<file path="src/rtl/cbr_pkg.sv">
// shared types, register indexes, command codes and coefficients for the camera
// byte to rgb converter
// no dependencies
package cbr_pkg;

  localparam int BYTE_W = 8;
  localparam int CFG_IDX_W = 2;
  localparam int CFG_DATA_W = 8;
  localparam int QUEUE_DEPTH_DEF = 4;

  // configuration register indexes
  localparam logic [CFG_IDX_W-1:0] REG_PIXEL_FORMAT = 2'd0;
  localparam logic [CFG_IDX_W-1:0] REG_GRAY_ONLY    = 2'd1;

  // pixel formats
  localparam logic [1:0] FMT_NIBBLE = 2'd0;
  localparam logic [1:0] FMT_MONO   = 2'd1;
  localparam logic [1:0] FMT_RGB888 = 2'd2;
  localparam logic [1:0] FMT_YCC422 = 2'd3;

  // group commands from front to back
  localparam logic [2:0] CMD_GRAY  = 3'd0;
  localparam logic [2:0] CMD_RGB   = 3'd1;
  localparam logic [2:0] CMD_SUM3  = 3'd2;
  localparam logic [2:0] CMD_YGRAY = 3'd3;
  localparam logic [2:0] CMD_YCC   = 3'd4;

  // per-pixel operations inside the back end
  localparam logic [1:0] OP_PASS = 2'd0;
  localparam logic [1:0] OP_SUM3 = 2'd1;
  localparam logic [1:0] OP_YCC  = 2'd2;

  // q16 coefficients
  localparam logic signed [17:0] COEF_CR_R = 18'sd91881;
  localparam logic signed [17:0] COEF_CB_G = 18'sd21889;
  localparam logic signed [17:0] COEF_CR_G = 18'sd46792;
  localparam logic signed [17:0] COEF_CB_B = 18'sd116129;
  localparam int COEF_SHIFT = 16;
  localparam logic [8:0] CHROMA_OFS = 9'd128;

  // floor(s/3) == (s*683)>>11 for s up to 765
  localparam logic [10:0] DIV3_RECIP = 11'd683;
  localparam int DIV3_SHIFT = 11;

  typedef struct packed {
    logic [2:0]        kind;
    logic [BYTE_W-1:0] b0;
    logic [BYTE_W-1:0] b1;
    logic [BYTE_W-1:0] b2;
    logic [BYTE_W-1:0] b3;
  } cmd_t;

  function automatic logic [BYTE_W-1:0] clamp_byte(input logic signed [10:0] v);
    logic [BYTE_W-1:0] res;
    if (v < 0) begin
      res = '0;
    end else if (v > 11'sd255) begin
      res = 8'd255;
    end else begin
      res = v[BYTE_W-1:0];
    end
    return res;
  endfunction

endpackage

</file>
<file path="src/rtl/cbr_if.sv">
// valid/ready channel interfaces: camera bytes in, pixels out, register writes
// depends on cbr_pkg
interface cbr_in_if import cbr_pkg::*; ();
  logic              valid;
  logic              ready;
  logic [BYTE_W-1:0] byte_in;
  logic              frame_start;

  modport source (output valid, byte_in, frame_start, input ready);
  modport sink (input valid, byte_in, frame_start, output ready);
endinterface

interface cbr_out_if import cbr_pkg::*; ();
  logic              valid;
  logic              ready;
  logic [BYTE_W-1:0] red;
  logic [BYTE_W-1:0] green;
  logic [BYTE_W-1:0] blue;
  logic              last_pixel;

  modport source (output valid, red, green, blue, last_pixel, input ready);
  modport sink (input valid, red, green, blue, last_pixel, output ready);
endinterface

interface cbr_cfg_if import cbr_pkg::*; ();
  logic                  valid;
  logic                  ready;
  logic [CFG_IDX_W-1:0]  reg_index;
  logic [CFG_DATA_W-1:0] wr_data;

  modport source (output valid, reg_index, wr_data, input ready);
  modport sink (input valid, reg_index, wr_data, output ready);
endinterface

</file>
<file path="src/rtl/cbr_front.sv">
// front end: config registers, byte phase tracking and group assembly into commands
// depends on cbr_pkg and cbr_if
module cbr_front import cbr_pkg::*; (
  input  logic        clk,
  input  logic        rst_n,
  cbr_in_if.sink      in_ch,
  cbr_cfg_if.sink     cfg_ch,
  input  logic        q_ready,
  output logic        q_push,
  output cmd_t        q_cmd
);

  logic [1:0]        fmt_r;
  logic              gray_r;
  logic [1:0]        phase_r;
  logic [1:0]        phase_nxt;
  logic [BYTE_W-1:0] held_r   [3];
  logic [BYTE_W-1:0] held_nxt [3];
  logic [1:0]        eff_phase;
  logic              emit;
  logic              acc;
  logic              cfg_wr;

  assign acc          = in_ch.valid && in_ch.ready;
  assign in_ch.ready  = q_ready;
  assign cfg_ch.ready = 1'b1;
  assign cfg_wr       = cfg_ch.valid;
  assign q_push       = acc && emit;

  always_comb begin
    eff_phase = in_ch.frame_start ? 2'd0 : phase_r;
    phase_nxt = phase_r;
    held_nxt  = held_r;
    emit      = 1'b0;
    q_cmd     = '0;
    unique case (fmt_r)
      FMT_NIBBLE: begin
        emit      = 1'b1;
        phase_nxt = 2'd0;
        q_cmd.kind = CMD_GRAY;
        q_cmd.b0   = {4'b0, in_ch.byte_in[3:0]};
      end
      FMT_MONO: begin
        emit      = 1'b1;
        phase_nxt = 2'd0;
        q_cmd.kind = CMD_GRAY;
        q_cmd.b0   = in_ch.byte_in;
      end
      FMT_RGB888: begin
        if (eff_phase < 2'd2) begin
          held_nxt[eff_phase] = in_ch.byte_in;
          phase_nxt = eff_phase + 2'd1;
        end else begin
          emit      = 1'b1;
          phase_nxt = 2'd0;
          q_cmd.kind = gray_r ? CMD_SUM3 : CMD_RGB;
          q_cmd.b0   = held_r[0];
          q_cmd.b1   = held_r[1];
          q_cmd.b2   = in_ch.byte_in;
        end
      end
      FMT_YCC422: begin
        if (eff_phase != 2'd3) begin
          held_nxt[eff_phase] = in_ch.byte_in;
          phase_nxt = eff_phase + 2'd1;
        end else begin
          emit      = 1'b1;
          phase_nxt = 2'd0;
          q_cmd.kind = gray_r ? CMD_YGRAY : CMD_YCC;
          q_cmd.b0   = held_r[0];
          q_cmd.b1   = held_r[1];
          q_cmd.b2   = held_r[2];
          q_cmd.b3   = in_ch.byte_in;
        end
      end
      default: begin
        emit = 1'b0;
      end
    endcase
  end

  always_ff @(posedge clk) begin
    if (!rst_n) begin
      fmt_r     <= FMT_YCC422;
      gray_r    <= 1'b0;
      phase_r   <= 2'd0;
      held_r[0] <= '0;
      held_r[1] <= '0;
      held_r[2] <= '0;
    end else begin
      // a format write drops any partial group
      if (cfg_wr && cfg_ch.reg_index == REG_PIXEL_FORMAT) begin
        fmt_r   <= cfg_ch.wr_data[1:0];
        phase_r <= 2'd0;
      end else if (acc) begin
        phase_r <= phase_nxt;
      end
      if (acc) begin
        held_r <= held_nxt;
      end
      if (cfg_wr && cfg_ch.reg_index == REG_GRAY_ONLY) begin
        gray_r <= cfg_ch.wr_data[0];
      end
    end
  end

endmodule

</file>
<file path="src/rtl/cbr_queue.sv">
// short command queue between front and back ends
// depends on cbr_pkg
module cbr_queue import cbr_pkg::*; #(
  parameter int DEPTH = QUEUE_DEPTH_DEF
) (
  input  logic clk,
  input  logic rst_n,
  input  logic push,
  input  cmd_t push_cmd,
  output logic push_ready,
  input  logic pop,
  output logic head_valid,
  output cmd_t head_cmd
);

  localparam int PTR_W = (DEPTH > 1) ? $clog2(DEPTH) : 1;
  localparam int CNT_W = $clog2(DEPTH + 1);
  localparam logic [PTR_W-1:0] LAST_PTR = PTR_W'(DEPTH - 1);
  localparam logic [CNT_W-1:0] FULL_CNT = CNT_W'(DEPTH);

  cmd_t             mem_r [DEPTH];
  logic [PTR_W-1:0] wr_ptr_r;
  logic [PTR_W-1:0] rd_ptr_r;
  logic [CNT_W-1:0] count_r;
  logic             do_push;
  logic             do_pop;

  assign push_ready = count_r != FULL_CNT;
  assign head_valid = count_r != '0;
  assign head_cmd   = mem_r[rd_ptr_r];
  assign do_push    = push && push_ready;
  assign do_pop     = pop && head_valid;

  always_ff @(posedge clk) begin
    if (do_push) begin
      mem_r[wr_ptr_r] <= push_cmd;
    end
  end

  always_ff @(posedge clk) begin
    if (!rst_n) begin
      wr_ptr_r <= '0;
      rd_ptr_r <= '0;
      count_r  <= '0;
    end else begin
      if (do_push) begin
        wr_ptr_r <= (wr_ptr_r == LAST_PTR) ? '0 : wr_ptr_r + 1'b1;
      end
      if (do_pop) begin
        rd_ptr_r <= (rd_ptr_r == LAST_PTR) ? '0 : rd_ptr_r + 1'b1;
      end
      if (do_push && !do_pop) begin
        count_r <= count_r + 1'b1;
      end else if (do_pop && !do_push) begin
        count_r <= count_r - 1'b1;
      end
    end
  end

endmodule

</file>
<file path="src/rtl/cbr_back.sv">
// back end: splits commands into pixels, multiplies, then adds, shifts and clamps
// depends on cbr_pkg and cbr_if
module cbr_back import cbr_pkg::*; (
  input  logic     clk,
  input  logic     rst_n,
  input  logic     q_valid,
  input  cmd_t     q_cmd,
  output logic     q_pop,
  cbr_out_if.source out_ch
);

  // issue state
  logic              pix_idx_r;
  logic              two_pix;
  logic              op_last;
  logic [BYTE_W-1:0] y_sel;
  logic signed [8:0] cb_s;
  logic signed [8:0] cr_s;
  logic [9:0]        sum3;

  // product stage
  logic                b_valid_r;
  logic [1:0]          b_op_r;
  logic [1:0]          b_op_nxt;
  logic [BYTE_W-1:0]   b_c0_r, b_c1_r, b_c2_r;
  logic [BYTE_W-1:0]   b_c0_nxt, b_c1_nxt, b_c2_nxt;
  logic [20:0]         b_sum_r;
  logic signed [26:0]  p_rr_r, p_gb_r, p_gr_r, p_bb_r;
  logic                b_last_r;
  logic                b_adv;

  // output stage
  logic                out_valid_r;
  logic                out_load;
  logic [BYTE_W-1:0]   red_r, green_r, blue_r;
  logic [BYTE_W-1:0]   red_nxt, green_nxt, blue_nxt;
  logic                last_r;
  logic signed [10:0]  dr, dg, db, yv;
  logic [BYTE_W-1:0]   gray3;

  assign out_load = !out_valid_r || out_ch.ready;
  assign b_adv    = !b_valid_r || out_load;

  assign two_pix = (q_cmd.kind == CMD_YGRAY) || (q_cmd.kind == CMD_YCC);
  assign op_last = !two_pix || pix_idx_r;
  assign q_pop   = b_adv && q_valid && op_last;
  assign y_sel   = pix_idx_r ? q_cmd.b3 : q_cmd.b1;
  assign cb_s    = signed'({1'b0, q_cmd.b0} - CHROMA_OFS);
  assign cr_s    = signed'({1'b0, q_cmd.b2} - CHROMA_OFS);
  assign sum3    = {2'b0, q_cmd.b0} + {2'b0, q_cmd.b1} + {2'b0, q_cmd.b2};

  always_comb begin
    b_op_nxt = OP_PASS;
    b_c0_nxt = q_cmd.b0;
    b_c1_nxt = q_cmd.b1;
    b_c2_nxt = q_cmd.b2;
    unique case (q_cmd.kind)
      CMD_GRAY: begin
        b_c1_nxt = q_cmd.b0;
        b_c2_nxt = q_cmd.b0;
      end
      CMD_RGB: begin
        b_op_nxt = OP_PASS;
      end
      CMD_SUM3: begin
        b_op_nxt = OP_SUM3;
      end
      CMD_YGRAY: begin
        b_c0_nxt = y_sel;
        b_c1_nxt = y_sel;
        b_c2_nxt = y_sel;
      end
      CMD_YCC: begin
        b_op_nxt = OP_YCC;
        b_c0_nxt = y_sel;
      end
      default: begin
        b_op_nxt = OP_PASS;
      end
    endcase
  end

  always_ff @(posedge clk) begin
    if (!rst_n) begin
      pix_idx_r <= 1'b0;
      b_valid_r <= 1'b0;
    end else if (b_adv) begin
      b_valid_r <= q_valid;
      if (q_valid) begin
        pix_idx_r <= !op_last;
      end
    end
  end

  always_ff @(posedge clk) begin
    if (b_adv) begin
      b_op_r   <= b_op_nxt;
      b_c0_r   <= b_c0_nxt;
      b_c1_r   <= b_c1_nxt;
      b_c2_r   <= b_c2_nxt;
      b_sum_r  <= 21'(sum3) * 21'(DIV3_RECIP);
      p_rr_r   <= 27'(COEF_CR_R) * 27'(cr_s);
      p_gb_r   <= 27'(COEF_CB_G) * 27'(cb_s);
      p_gr_r   <= 27'(COEF_CR_G) * 27'(cr_s);
      p_bb_r   <= 27'(COEF_CB_B) * 27'(cb_s);
      b_last_r <= op_last;
    end
  end

  // arithmetic shift floors negative products
  always_comb begin
    dr    = 11'(p_rr_r >>> COEF_SHIFT);
    dg    = 11'(p_gb_r >>> COEF_SHIFT) + 11'(p_gr_r >>> COEF_SHIFT);
    db    = 11'(p_bb_r >>> COEF_SHIFT);
    yv    = signed'({3'b0, b_c0_r});
    gray3 = b_sum_r[DIV3_SHIFT +: BYTE_W];
    red_nxt   = b_c0_r;
    green_nxt = b_c1_r;
    blue_nxt  = b_c2_r;
    unique case (b_op_r)
      OP_PASS: begin
        red_nxt = b_c0_r;
      end
      OP_SUM3: begin
        red_nxt   = gray3;
        green_nxt = gray3;
        blue_nxt  = gray3;
      end
      OP_YCC: begin
        red_nxt   = clamp_byte(yv + dr);
        green_nxt = clamp_byte(yv - dg);
        blue_nxt  = clamp_byte(yv + db);
      end
      default: begin
        red_nxt = b_c0_r;
      end
    endcase
  end

  always_ff @(posedge clk) begin
    if (!rst_n) begin
      out_valid_r <= 1'b0;
    end else if (out_load) begin
      out_valid_r <= b_valid_r;
    end
  end

  always_ff @(posedge clk) begin
    if (out_load && b_valid_r) begin
      red_r   <= red_nxt;
      green_r <= green_nxt;
      blue_r  <= blue_nxt;
      last_r  <= b_last_r;
    end
  end

  assign out_ch.valid      = out_valid_r;
  assign out_ch.red        = red_r;
  assign out_ch.green      = green_r;
  assign out_ch.blue       = blue_r;
  assign out_ch.last_pixel = last_r;

  // second pixel of a pair waits on the head command
  a_pair_head: assert property (@(posedge clk) disable iff (!rst_n)
    pix_idx_r |-> (q_valid && two_pix))
    else $error("second pixel issued without a two-pixel command at queue head");

  // first pixel of a pair is always followed closely by its partner
  a_pair_follow: assert property (@(posedge clk) disable iff (!rst_n)
    (out_valid_r && !last_r) |-> (b_valid_r && b_last_r))
    else $error("first pixel of a pair on output without its partner behind it");

  // gray sum scaled by the reciprocal never exceeds one byte after the shift
  a_sum_range: assert property (@(posedge clk) disable iff (!rst_n)
    (b_valid_r && b_op_r == OP_SUM3) |-> (b_sum_r < 21'(766 * 683)))
    else $error("rgb gray sum out of range");

endmodule

</file>
<file path="src/rtl/camera_byte_stream_to_rgb_core.sv">
// camera byte to rgb pixel converter, top level
// a byte that completes a group passes through the command queue, the product stage and
// the output register, a second ycbcr pixel after the first; throughput: one byte per cycle
// in, one pixel per cycle out, set by the single-issue back end, unless queue or output stall
// reset: pixel_format 3, gray_only 0, byte phase 0, command queue and pipeline empty
module camera_byte_stream_to_rgb_core import cbr_pkg::*; #(
  parameter int QUEUE_DEPTH = QUEUE_DEPTH_DEF
) (
  input  logic       clk,
  input  logic       rst_n,
  cbr_in_if.sink     in_ch,
  cbr_cfg_if.sink    cfg_ch,
  cbr_out_if.source  out_ch
);

  logic q_ready;
  logic q_push;
  cmd_t q_push_cmd;
  logic q_valid;
  cmd_t q_head;
  logic q_pop;

  cbr_front u_front (
    .clk    (clk),
    .rst_n  (rst_n),
    .in_ch  (in_ch),
    .cfg_ch (cfg_ch),
    .q_ready(q_ready),
    .q_push (q_push),
    .q_cmd  (q_push_cmd)
  );

  cbr_queue #(
    .DEPTH(QUEUE_DEPTH)
  ) u_queue (
    .clk       (clk),
    .rst_n     (rst_n),
    .push      (q_push),
    .push_cmd  (q_push_cmd),
    .push_ready(q_ready),
    .pop       (q_pop),
    .head_valid(q_valid),
    .head_cmd  (q_head)
  );

  cbr_back u_back (
    .clk    (clk),
    .rst_n  (rst_n),
    .q_valid(q_valid),
    .q_cmd  (q_head),
    .q_pop  (q_pop),
    .out_ch (out_ch)
  );

endmodule
</file>
<file path="src/flat_wrapper.sv">
// flat-port wrapper written by rule: the top's interface ports become plain ports
module camera_byte_stream_to_rgb_core_flat import cbr_pkg::*;
#(
  parameter int QUEUE_DEPTH = QUEUE_DEPTH_DEF
)
  (clk, rst_n, in_ch_valid, in_ch_byte_in, in_ch_frame_start, in_ch_ready, cfg_ch_valid, cfg_ch_reg_index, cfg_ch_wr_data, cfg_ch_ready, out_ch_valid, out_ch_red, out_ch_green, out_ch_blue, out_ch_last_pixel, out_ch_ready);
  cbr_in_if in_ch_i ();
  cbr_cfg_if cfg_ch_i ();
  cbr_out_if out_ch_i ();
  input  logic clk;
  input  logic rst_n;
  input wire logic [$bits(in_ch_i.valid)-1:0] in_ch_valid;
  input wire logic [$bits(in_ch_i.byte_in)-1:0] in_ch_byte_in;
  input wire logic [$bits(in_ch_i.frame_start)-1:0] in_ch_frame_start;
  output wire logic [$bits(in_ch_i.ready)-1:0] in_ch_ready;
  input wire logic [$bits(cfg_ch_i.valid)-1:0] cfg_ch_valid;
  input wire logic [$bits(cfg_ch_i.reg_index)-1:0] cfg_ch_reg_index;
  input wire logic [$bits(cfg_ch_i.wr_data)-1:0] cfg_ch_wr_data;
  output wire logic [$bits(cfg_ch_i.ready)-1:0] cfg_ch_ready;
  output wire logic [$bits(out_ch_i.valid)-1:0] out_ch_valid;
  output wire logic [$bits(out_ch_i.red)-1:0] out_ch_red;
  output wire logic [$bits(out_ch_i.green)-1:0] out_ch_green;
  output wire logic [$bits(out_ch_i.blue)-1:0] out_ch_blue;
  output wire logic [$bits(out_ch_i.last_pixel)-1:0] out_ch_last_pixel;
  input wire logic [$bits(out_ch_i.ready)-1:0] out_ch_ready;
  assign in_ch_i.valid = in_ch_valid;
  assign in_ch_i.byte_in = in_ch_byte_in;
  assign in_ch_i.frame_start = in_ch_frame_start;
  assign in_ch_ready = in_ch_i.ready;
  assign cfg_ch_i.valid = cfg_ch_valid;
  assign cfg_ch_i.reg_index = cfg_ch_reg_index;
  assign cfg_ch_i.wr_data = cfg_ch_wr_data;
  assign cfg_ch_ready = cfg_ch_i.ready;
  assign out_ch_valid = out_ch_i.valid;
  assign out_ch_red = out_ch_i.red;
  assign out_ch_green = out_ch_i.green;
  assign out_ch_blue = out_ch_i.blue;
  assign out_ch_last_pixel = out_ch_i.last_pixel;
  assign out_ch_i.ready = out_ch_ready;
  camera_byte_stream_to_rgb_core #(.QUEUE_DEPTH(QUEUE_DEPTH)) u_core (.clk(clk), .rst_n(rst_n), .in_ch(in_ch_i), .cfg_ch(cfg_ch_i), .out_ch(out_ch_i));
endmodule
</file>
<file path="config.mk">
export PLATFORM = sky130hd
export DESIGN_NAME = camera_byte_stream_to_rgb_core_flat
export DESIGN_NICKNAME = d
export VERILOG_FILES = /design/src/rtl/cbr_pkg.sv /design/src/rtl/cbr_if.sv /design/src/rtl/cbr_front.sv /design/src/rtl/cbr_queue.sv /design/src/rtl/cbr_back.sv /design/src/rtl/camera_byte_stream_to_rgb_core.sv /design/src/flat_wrapper.sv
export SDC_FILE = /design/constraint.sdc
export NUM_CORES = 1
export LEC_CHECK = 0
export BUFFER_PORTS_ARGS = -buffer_cell sky130_fd_sc_hd__buf_4
export CELL_PAD_IN_SITES_DETAIL_PLACEMENT = 0
export CELL_PAD_IN_SITES_GLOBAL_PLACEMENT = 1
export CORE_ASPECT_RATIO = 0.8
export CORE_MARGIN = 2
export CORE_UTILIZATION = 53
export CTS_CLUSTER_DIAMETER = 30
export CTS_CLUSTER_SIZE = 16
export DETAILED_ROUTE_END_ITERATION = 8
export GPL_ROUTABILITY_DRIVEN = 0
export PLACE_DENSITY = 0.92
export REMOVE_ABC_BUFFERS = 1
export SLEW_MARGIN = 20
export SYNTH_ARGS = -nofsm -noshare
export SYNTH_HDL_FRONTEND = slang
export SYNTH_SLANG_ARGS = --single-unit
</file>
<file path="constraint.sdc">
create_clock -name clk -period 11.75 [get_ports clk]
set_input_delay 0.5875 -clock clk [delete_from_list [all_inputs] [get_ports clk]]
set_output_delay 0.5875 -clock clk [all_outputs]
set_load 0.02 [all_outputs]
</file>
* Word level (Yosys, flattened, before mapping)
Memories as Yosys holds them, arrays and structs flattened. A register that Yosys moved wholly into a read port is not among the register bits.
Index checks and enable logic that the tools add are counted.
** Operators by class
- Add/sub/neg operators :: 13
- Multipliers :: 5
- Magnitude comparators :: 9
- Equal/unequal tests :: 15
- Mux-type cells :: 42
- Bitwise gates (word level) :: 2
- Reduce and logical (&&, ||, !) cells :: 33
** Operators by type and width (number)
- 2-to-1 mux 8 bit :: 10
- one-hot mux 8 bit (2 select lines) :: 5
- multiplier 18 x 9 -> 27 bit (first input constant) :: 2
- 2-to-1 mux 24 bit :: 2
- one-hot mux 24 bit (2 select lines) :: 1
- one-hot mux 11 bit (4 select lines) :: 1
- 2-to-1 mux 35 bit :: 1
- > comparator 11 x 9 -> 1 bit (second input constant) :: 3
- < comparator 11 x 1 -> 1 bit (second input constant) :: 3
- one-hot mux 16 bit (2 select lines) :: 1
- 2-to-1 mux 26 bit :: 1
- multiplier 16 x 9 -> 25 bit (first input constant) :: 1
- bitwise mux 24 bit :: 1
- multiplier 14 x 9 -> 23 bit (first input constant) :: 1
- adder 9 x 11 -> 11 bit :: 2
- multiplier 10 x 10 -> 19 bit (second input constant) :: 1
- subtractor 8 x 8 -> 9 bit (second input constant) :: 2
- demux 8 bit (select 2 bit) :: 1
- 2-to-1 mux 2 bit :: 8
- logical AND 1 bit :: 12
- adder 11 bit :: 1
- subtractor 9 x 11 -> 11 bit :: 1
- adder 9 x 8 -> 10 bit :: 1
- == test 2 bit (second input constant) :: 5
- other kinds (28) :: 52
** Storage, ports and cells
- Flip-flop bits (word level) :: 215
- RAM bits :: 140
- Logic and storage cells :: 146
- Memories kept :: 1
** Memories
- u_core.u_queue.mem_r :: words 4, bits a word 35, rd ports 1, clocked after Yosys merged registers in 1, wr ports 1, RTL line cbr_queue.sv:21 : cmd_t mem_r [DEPTH];

* Logic depth before layout (Yosys ltp)
Gate-level depths: netlist of the first run.
- Depth in word-level cells :: 10
- Mapped depth :: 34
- Gate-level depth less buffers :: 32

* By module
From an unflattened synthesis of the first run, not the netlist that was laid out.
** Unflattened totals
- Cells, all modules :: 1812
- Area total of the unflattened synthesis :: 21698.3 um^2
** Modules (own cells, without submodules)
- cbr_back :: times used 1, cells each 1406, area an instance 14591.5 um^2
- cbr_queue :: times used 1, cells each 234, area an instance 5527.8 um^2
- cbr_front :: times used 1, cells each 172, area an instance 1579.0 um^2

* Worst setup path after synthesis of the first run
Ideal clock, no wire load.
- Path type :: register to register
- Start :: reg with a tool-made name
- End :: reg u_core.u_back.b_sum_r[18] (data pin)
- Setup time :: 0.260 ns
- Arrival time :: 7.872 ns
- Data required time :: 11.490 ns
- Slack :: 3.618 ns
- Cell stages (with the launch flop) :: 33
- Clock period less this slack :: 8.132 ns
- Cell sequence :: dfxtp_1 -> buf_6 -> buf_1 -> buf_2 -> mux4_2 -> inv_1 -> fa_1 -> inv_1 -> ha_1 -> inv_1 -> fa_1 -> inv_1 -> a21oi_1 -> o21bai_1 -> a21oi_1 -> o21bai_1 -> xnor2_1 -> xnor2_1 -> ha_1 -> fa_1 -> fa_1 -> inv_1 -> fa_1 -> inv_1 -> ha_1 -> a211oi_1 -> o21ai_1 -> a41o_1 -> o41a_1 -> a21o_1 -> a21o_1 -> a21oi_1 -> xnor2_1
** RTL lines
- to (signal assigned) :: RTL line cbr_back.sv:101 : b_sum_r <= 21'(sum3) * 21'(DIV3_RECIP);
- to (decl) :: RTL line cbr_back.sv:27 : logic [20:0] b_sum_r;

==> impl_metrics.env, run 1 <==
export IMPL_die_h_um=184
export IMPL_relSlewSlack=0.280
export IMPL_start_util=0.542
export IMPL_reg2reg_to="u_core.u_back.b_sum_r[18]"
export IMPL_synth_seq_area_share=0.375
export IMPL_dpl_cell_count=2353
export IMPL_cp_slowest_cell="mux4_2"
export IMPL_ctsLongestPathBuffers=3
export IMPL_yosysWarnings=0
export IMPL_crit_top_cell="fa_1"
export IMPL_gr_total_overflow=0
export IMPL_worstPathArrival_ns=8.93
export IMPL_cts_tree="yes"
export IMPL_rows=65
export IMPL_synth_edf_count=241
export IMPL_rsz0062_at_grt="false"
export IMPL_final_common_cell="ha_1"
export IMPL_fmax_ghz=0.116
export IMPL_grt_pass1_wl_um=76600
export IMPL_syn_cell_area_mm2=0.0215
export IMPL_post_cts_resized=0
export IMPL_antenna_found_initial=1
export IMPL_fin_worst_skew_ns=0.0307
export IMPL_die_area_mm2=0.0422
export IMPL_finalMaxSlewViolations=0
export IMPL_crit_path_max_incr_delay_ns=0.78
export IMPL_worstMarginPinSlew_ns=1.08
export IMPL_placed_area_mm2=0.0224
export IMPL_viasPerCell=5.68
export IMPL_min_period_ns=8.65
export IMPL_hpwl_um=35300
export IMPL_regArea_mm2=0.00806
export IMPL_stdcell_area_mm2=0.0241
export IMPL_cts_hold_buf=0
export IMPL_post_cts_setup_buffer_count=0
export IMPL_clk_latency_ns=0.56
export IMPL_setup_worst_path_start_class="flip-flop"
export IMPL_cts_buffers_inserted=47
export IMPL_syn_inst=1800
export IMPL_antennaDiodeCount=0
export IMPL_crit_family="adder cells"
export IMPL_wire_per_inst_um=19.6
export IMPL_r2r_slack_ns=3.10
export IMPL_multiInputGateArea_mm2=0.0123
export IMPL_ys_dominant_reg_cell="edfxtp_1"
export IMPL_status="complete, no violations"
export IMPL_cp_num_buf_inv=5
export IMPL_drive_above_1_share=0.0987
export IMPL_routed_wl_um=47900
export IMPL_fill_cells=3096
export IMPL_cp_depth=27
export IMPL_grt_util_all_layers=0.233
export IMPL_most_common_layout_cells="338 x ha_1, 274 x inv_1, 241 x edfxtp_1"
export IMPL_dr_pass1_iters=5
export IMPL_setup_viol=0
export IMPL_synth_distinct_cells=73
export IMPL_worstHoldPathType="primary input to flip-flop"
export IMPL_ff2ff_path_depth=27
export IMPL_area_delta_synth_final_pct=12.3
export IMPL_synth_async_reset_ratio=0
export IMPL_critPathKind="flip-flop to flip-flop"
export IMPL_synthTopCellsByArea="edfxtp_1 34%, ha_1 20%, fa_1 13%, inv_1 4.8%, dfxtp_1 3.8%"
export IMPL_cp_max_fo=23
export IMPL_cp_required_ns=12.04
export IMPL_nets=2372
export IMPL_die_w_um=229
export IMPL_pin_count=52
export IMPL_synth_top_cell_area_share=0.337
export IMPL_grt_max_degree=78
export IMPL_hold_viol=0
export IMPL_avgSynthCellArea_um2=11.9
export IMPL_io_buffers=44
export IMPL_ys_ff_latch=282
export IMPL_dp_slack_ns=3.10
export IMPL_path_clk_slew_ns=0.06
export IMPL_setup_slack_ns=3.10
export IMPL_root_buffer="clkbuf_16"
export IMPL_drc=0
export IMPL_drtAntennaViolNets=0
export IMPL_period_share=0.736
export IMPL_endpoint_kind="flip-flop"
export IMPL_yosysTopAreaCell="edfxtp_1"
export IMPL_numClockSinks=282
export IMPL_setup_tns_ns=0
export IMPL_htree_levels=2
export IMPL_crit_end="u_core.u_back.b_sum_r[18]"
export IMPL_grt_pass1_vias=14222
export IMPL_num_vias=13858
export IMPL_final_cells=2441
export IMPL_core_area_mm2=0.0397
export IMPL_drt_iter0_markers=1119
export IMPL_maxCapViolations=0
through the flow:
stage,hold WS [ns],utilization
2_1_floorplan,0.400,-
3_3_place_gp,0.406,0.565
3_5_place_dp,0.417,0.565
4_1_cts,0.244,0.608
5_1_grt,0.273,0.608
6_report,0.258,0.608
tightest hold or removal path, delay by kind of cell:
family	cells	cell delay (ns)
buf+inv	1	0.08
mux	1	0.05
simple gates	1	0.05
kinds of logic after synthesis:
logic type | after synthesis | synth area share
muxes | 61 | 0.0485
other | 1 | 0.000174
xor gates and xnor gates | 74 | 0.0301
AOI/OAI and AO/OA | 286 | 0.0879
adders and majority gates | 482 | 0.331
and+or+nand+nor | 301 | 0.0722
DFF | 282 | 0.375
buffers and inverters | 313 | 0.0553
synthesized netlist by cell type (all sizes together), types with 8 or more instances:
| library cell | n |
|---|---|
| ha | 338 |
| inv | 276 |
| edfxtp | 241 |
| fa | 144 |
| a21oi | 76 |
| nand2 | 67 |
| nor2 | 58 |
| xnor2 | 48 |
| o21ai | 47 |
| dfxtp | 41 |
| a21o | 40 |
| nor2b | 35 |
| mux4 | 34 |
| nand3 | 33 |
| a21boi | 30 |
| clkbuf | 26 |
| xor2 | 26 |
| mux2i | 24 |
| nor3 | 20 |
| and2 | 19 |
| o21a | 18 |
| and3 | 15 |
| a22o | 13 |
| nand2b | 10 |
| buf | 9 |
| a31oi | 8 |
| nor3b | 8 |
| o21bai | 8 |
| o22ai | 8 |
| or2 | 8 |
routing by layer:
| metal | vias to the layer above | share of wire | track usage |
|---|---|---|---|
| met5 | - | 0 | 0 |
| met4 | 0 | 0.020 | 0.0548 |
| met3 | 91 | 0.077 | 0.0507 |
| met2 | 481 | 0.46 | 0.377 |
| met1 | 6794 | 0.44 | 0.324 |
| li1 | 6492 | - | - |
registers in the layout, indices dropped and copies added (netlist names), 8 cells and up, named ones only:
signal and flops:
u_core.u_back.out_ch.blue 8, u_core.u_front.held_r 24, u_core.u_back.p_gb_r 9, u_core.u_back.out_ch.red 8, u_core.u_back.b_sum_r 8, u_core.u_back.p_rr_r 11
u_core.u_back.out_ch.green 8, u_core.u_queue.mem_r 140, u_core.u_back.p_bb_r 11, u_core.u_back.b_c0_r 8, u_core.u_back.b_c2_r 8, u_core.u_back.p_gr_r 10
u_core.u_back.b_c1_r 8
area by class of cell:
| type | instances | share of cell area |
|---|---|---|
| Multi-Input combinational cell | 1205 | 0.508 |
| Inverter | 278 | 0.0432 |
| Clock inverter | 38 | 0.0209 |
| Timing Repair Buffer | 52 | 0.0162 |
| Clock buffer | 50 | 0.0501 |
| Sequential cell | 282 | 0.334 |
| Tap cell | 536 | 0.0278 |
worst min-delay path by stage:
stage                      startpoint                               to  depth (start not counted)
5_1_grt             cfg_ch_wr_data[1]          u_core.u_front.fmt_r[1]                          3
6_report            cfg_ch_wr_data[1]          u_core.u_front.fmt_r[1]                          3
4_1_cts             cfg_ch_wr_data[1]          u_core.u_front.fmt_r[1]                          3
3_5_place_dp   u_core.u_back.b_last_r  u_core.u_back.out_ch.last_pixel                          0
2_1_floorplan  u_core.u_back.b_last_r  u_core.u_back.out_ch.last_pixel                          0
3_3_place_gp   u_core.u_back.b_last_r  u_core.u_back.out_ch.last_pixel                          0
Power of run 1 is left out: the tool's default activity adds up to more than one toggle a clock period on the data nets, which glitch-free logic cannot reach.
==> run 2, diff against run 1 <==
==> constraint.sdc (replaced) <==
create_clock -name clk -period 8.2 [get_ports clk]
set_input_delay 0.41 -clock clk [delete_from_list [all_inputs] [get_ports clk]]
set_output_delay 0.41 -clock clk [all_outputs]
set_load 0.02 [all_outputs]
==> run 2 against run 1 <==
Net effect: worst hold slack lost 0.17 ns; via count is essentially flat; die area is the same; critical path depth grew 2; non-clock buffer count grew 19; highest routed layer is now met5; cell count grew 0.49%; routed wire length grew 1.0%; register-to-register slack lost 2.8 ns; first-iteration DRC count shrank 2.1%; clock-buffer cell count grew 2.
==> impl_metrics.env, run 2 (synthesis results as in run 1) <==
export IMPL_status="complete, no violations"
export IMPL_hpwl_um=36700
export IMPL_largest_register_ffs=140
export IMPL_hold_depth=3
export IMPL_gr_total_overflow=0
export IMPL_cts_buffers_inserted=44
export IMPL_die_w_um=229
export IMPL_fmax_ghz=0.127
export IMPL_period_share=0.958
export IMPL_grt_max_degree=78
export IMPL_viasPerCell=5.65
export IMPL_numClockSinks=282
export IMPL_critPathKind="flip-flop to flip-flop"
export IMPL_antenna_found_initial=1
export IMPL_worstMarginPinSlew_ns=1.07
export IMPL_placed_area_mm2=0.0226
export IMPL_clk_latency_ns=0.57
export IMPL_htree_levels=2
export IMPL_area_delta_synth_final_pct=12.0
export IMPL_rsz0062_at_grt="false"
export IMPL_min_to="u_core.u_front.fmt_r[0]"
export IMPL_drc=0
export IMPL_drtAntennaViolNets=0
export IMPL_die_h_um=184
export IMPL_die_area_mm2=0.0422
export IMPL_routed_wl_um=48400
export IMPL_maxCapViolations=0
export IMPL_drive_above_1_share=0.105
export IMPL_reg2reg_to="u_core.u_back.b_sum_r[18]"
export IMPL_min_period_ns=7.85
export IMPL_hold_viol=0
export IMPL_fill_cells=3077
export IMPL_worstPathArrival_ns=8.14
export IMPL_num_vias=13854
export IMPL_ff2ff_path_depth=29
export IMPL_dp_slack_ns=0.337
export IMPL_setup_viol=0
export IMPL_antennaDiodeCount=0
export IMPL_ctsLongestPathBuffers=3
export IMPL_start_util=0.542
export IMPL_dr_pass1_iters=7
export IMPL_crit_top_cell="inv_1"
export IMPL_cts_tree="yes"
export IMPL_most_common_layout_cells="338 x ha_1, 274 x inv_1, 241 x edfxtp_1"
export IMPL_grt_pass1_vias=14199
export IMPL_rows=65
export IMPL_cp_required_ns=8.49
export IMPL_io_buffers=44
export IMPL_pin_count=52
export IMPL_path_clk_slew_ns=0.05
export IMPL_final_common_cell="ha_1"
export IMPL_endpoint_kind="flip-flop"
export IMPL_final_cells=2453
export IMPL_core_area_mm2=0.0397
export IMPL_dpl_cell_count=2372
export IMPL_drt_iter0_markers=1096
export IMPL_relSlewSlack=0.280
export IMPL_setup_worst_path_start_class="flip-flop"
export IMPL_grt_util_all_layers=0.237
export IMPL_reg_top3="u_core.u_queue.mem_r x140, u_core.u_front.held_r x24"
export IMPL_crit_path_max_incr_delay_ns=0.60
export IMPL_setup_slack_ns=0.346
export IMPL_r2r_slack_ns=0.35
export IMPL_hold_start="cfg_ch_wr_data[0]"
export IMPL_fin_worst_skew_ns=0.0317
export IMPL_worstHoldPathType="primary input to flip-flop"
export IMPL_grt_pass1_wl_um=77500
export IMPL_stdcell_area_mm2=0.0241
export IMPL_cp_slowest_cell="mux4_2"
export IMPL_root_buffer="clkbuf_16"
export IMPL_nets=2388
export IMPL_finalMaxSlewViolations=0
export IMPL_setup_tns_ns=0
export IMPL_largest_register="u_core.u_queue.mem_r"
export IMPL_wire_per_inst_um=19.7
export IMPL_cp_max_fo=8
run 2: repair_timing:
item                       CTS  global route
setup endpoints to repair    0             2
setup buffers                0             0
hold buffers                 0             0
resized for setup            0             2
run 2: cell type report:
type                       count  area, um^2  area share
clock buffer                  52        1170      0.0487
clock inverter                29         303      0.0126
inverter                     278        1040      0.0434
multi-input combinational   1205       12300       0.510
sequential                   282        8060       0.335
tap                          536         671      0.0279
timing repair buffer          71         546      0.0227
run 2: worst max path at each step:
| stage | startpoint | end | slack, ns | cells past startpoint |
|---|---|---|---|---|
| 2_1_floorplan | flip-flop | u_core.u_back.b_sum_r[18] | -0.31 | 29 |
| 3_3_place_gp | flip-flop | u_core.u_back.b_sum_r[18] | 0.49 | 28 |
| 3_5_place_dp | flip-flop | u_core.u_back.b_sum_r[18] | 0.34 | 27 |
| 4_1_cts | flip-flop | u_core.u_back.b_sum_r[18] | 0.28 | 27 |
| 5_1_grt | flip-flop | u_core.u_back.b_sum_r[18] | 0.006 | 29 |
| 6_report | flip-flop | u_core.u_back.b_sum_r[18] | 0.35 | 29 |
run 2: routing by layer:
| metal | vias up | global-route usage | routed length [um] |
|---|---|---|---|
| met5 | - | 0 | 37 |
| met4 | 2 | 0.0543 | 760 |
| met3 | 71 | 0.0456 | 3650 |
| met2 | 465 | 0.377 | 22000 |
| met1 | 6792 | 0.337 | 21900 |
| li1 | 6524 | - | - |
run 2: worst max-delay path: cells and delay by family, from the launching register on:
| family | cells | cell delay, ns |
|---|---|---|
| buffers and inverters | 6 | 0.40 |
| muxes | 1 | 0.60 |
| AOI/OAI and AO/OA | 11 | 2.31 |
| xor gates and xnor gates | 3 | 0.57 |
| DFF | 1 | 0.53 |
| adders and majority gates | 8 | 3.13 |
run 2: metrics by stage:
step | hold WS [ns] | util
5_1_grt | 0.0967 | 0.606
4_1_cts | 0.0734 | 0.606
3_5_place_dp | 0.415 | 0.569
6_report | 0.0854 | 0.606
2_1_floorplan | 0.400 | -
3_3_place_gp | 0.405 | 0.569
Power of run 2 is left out for the same reason.
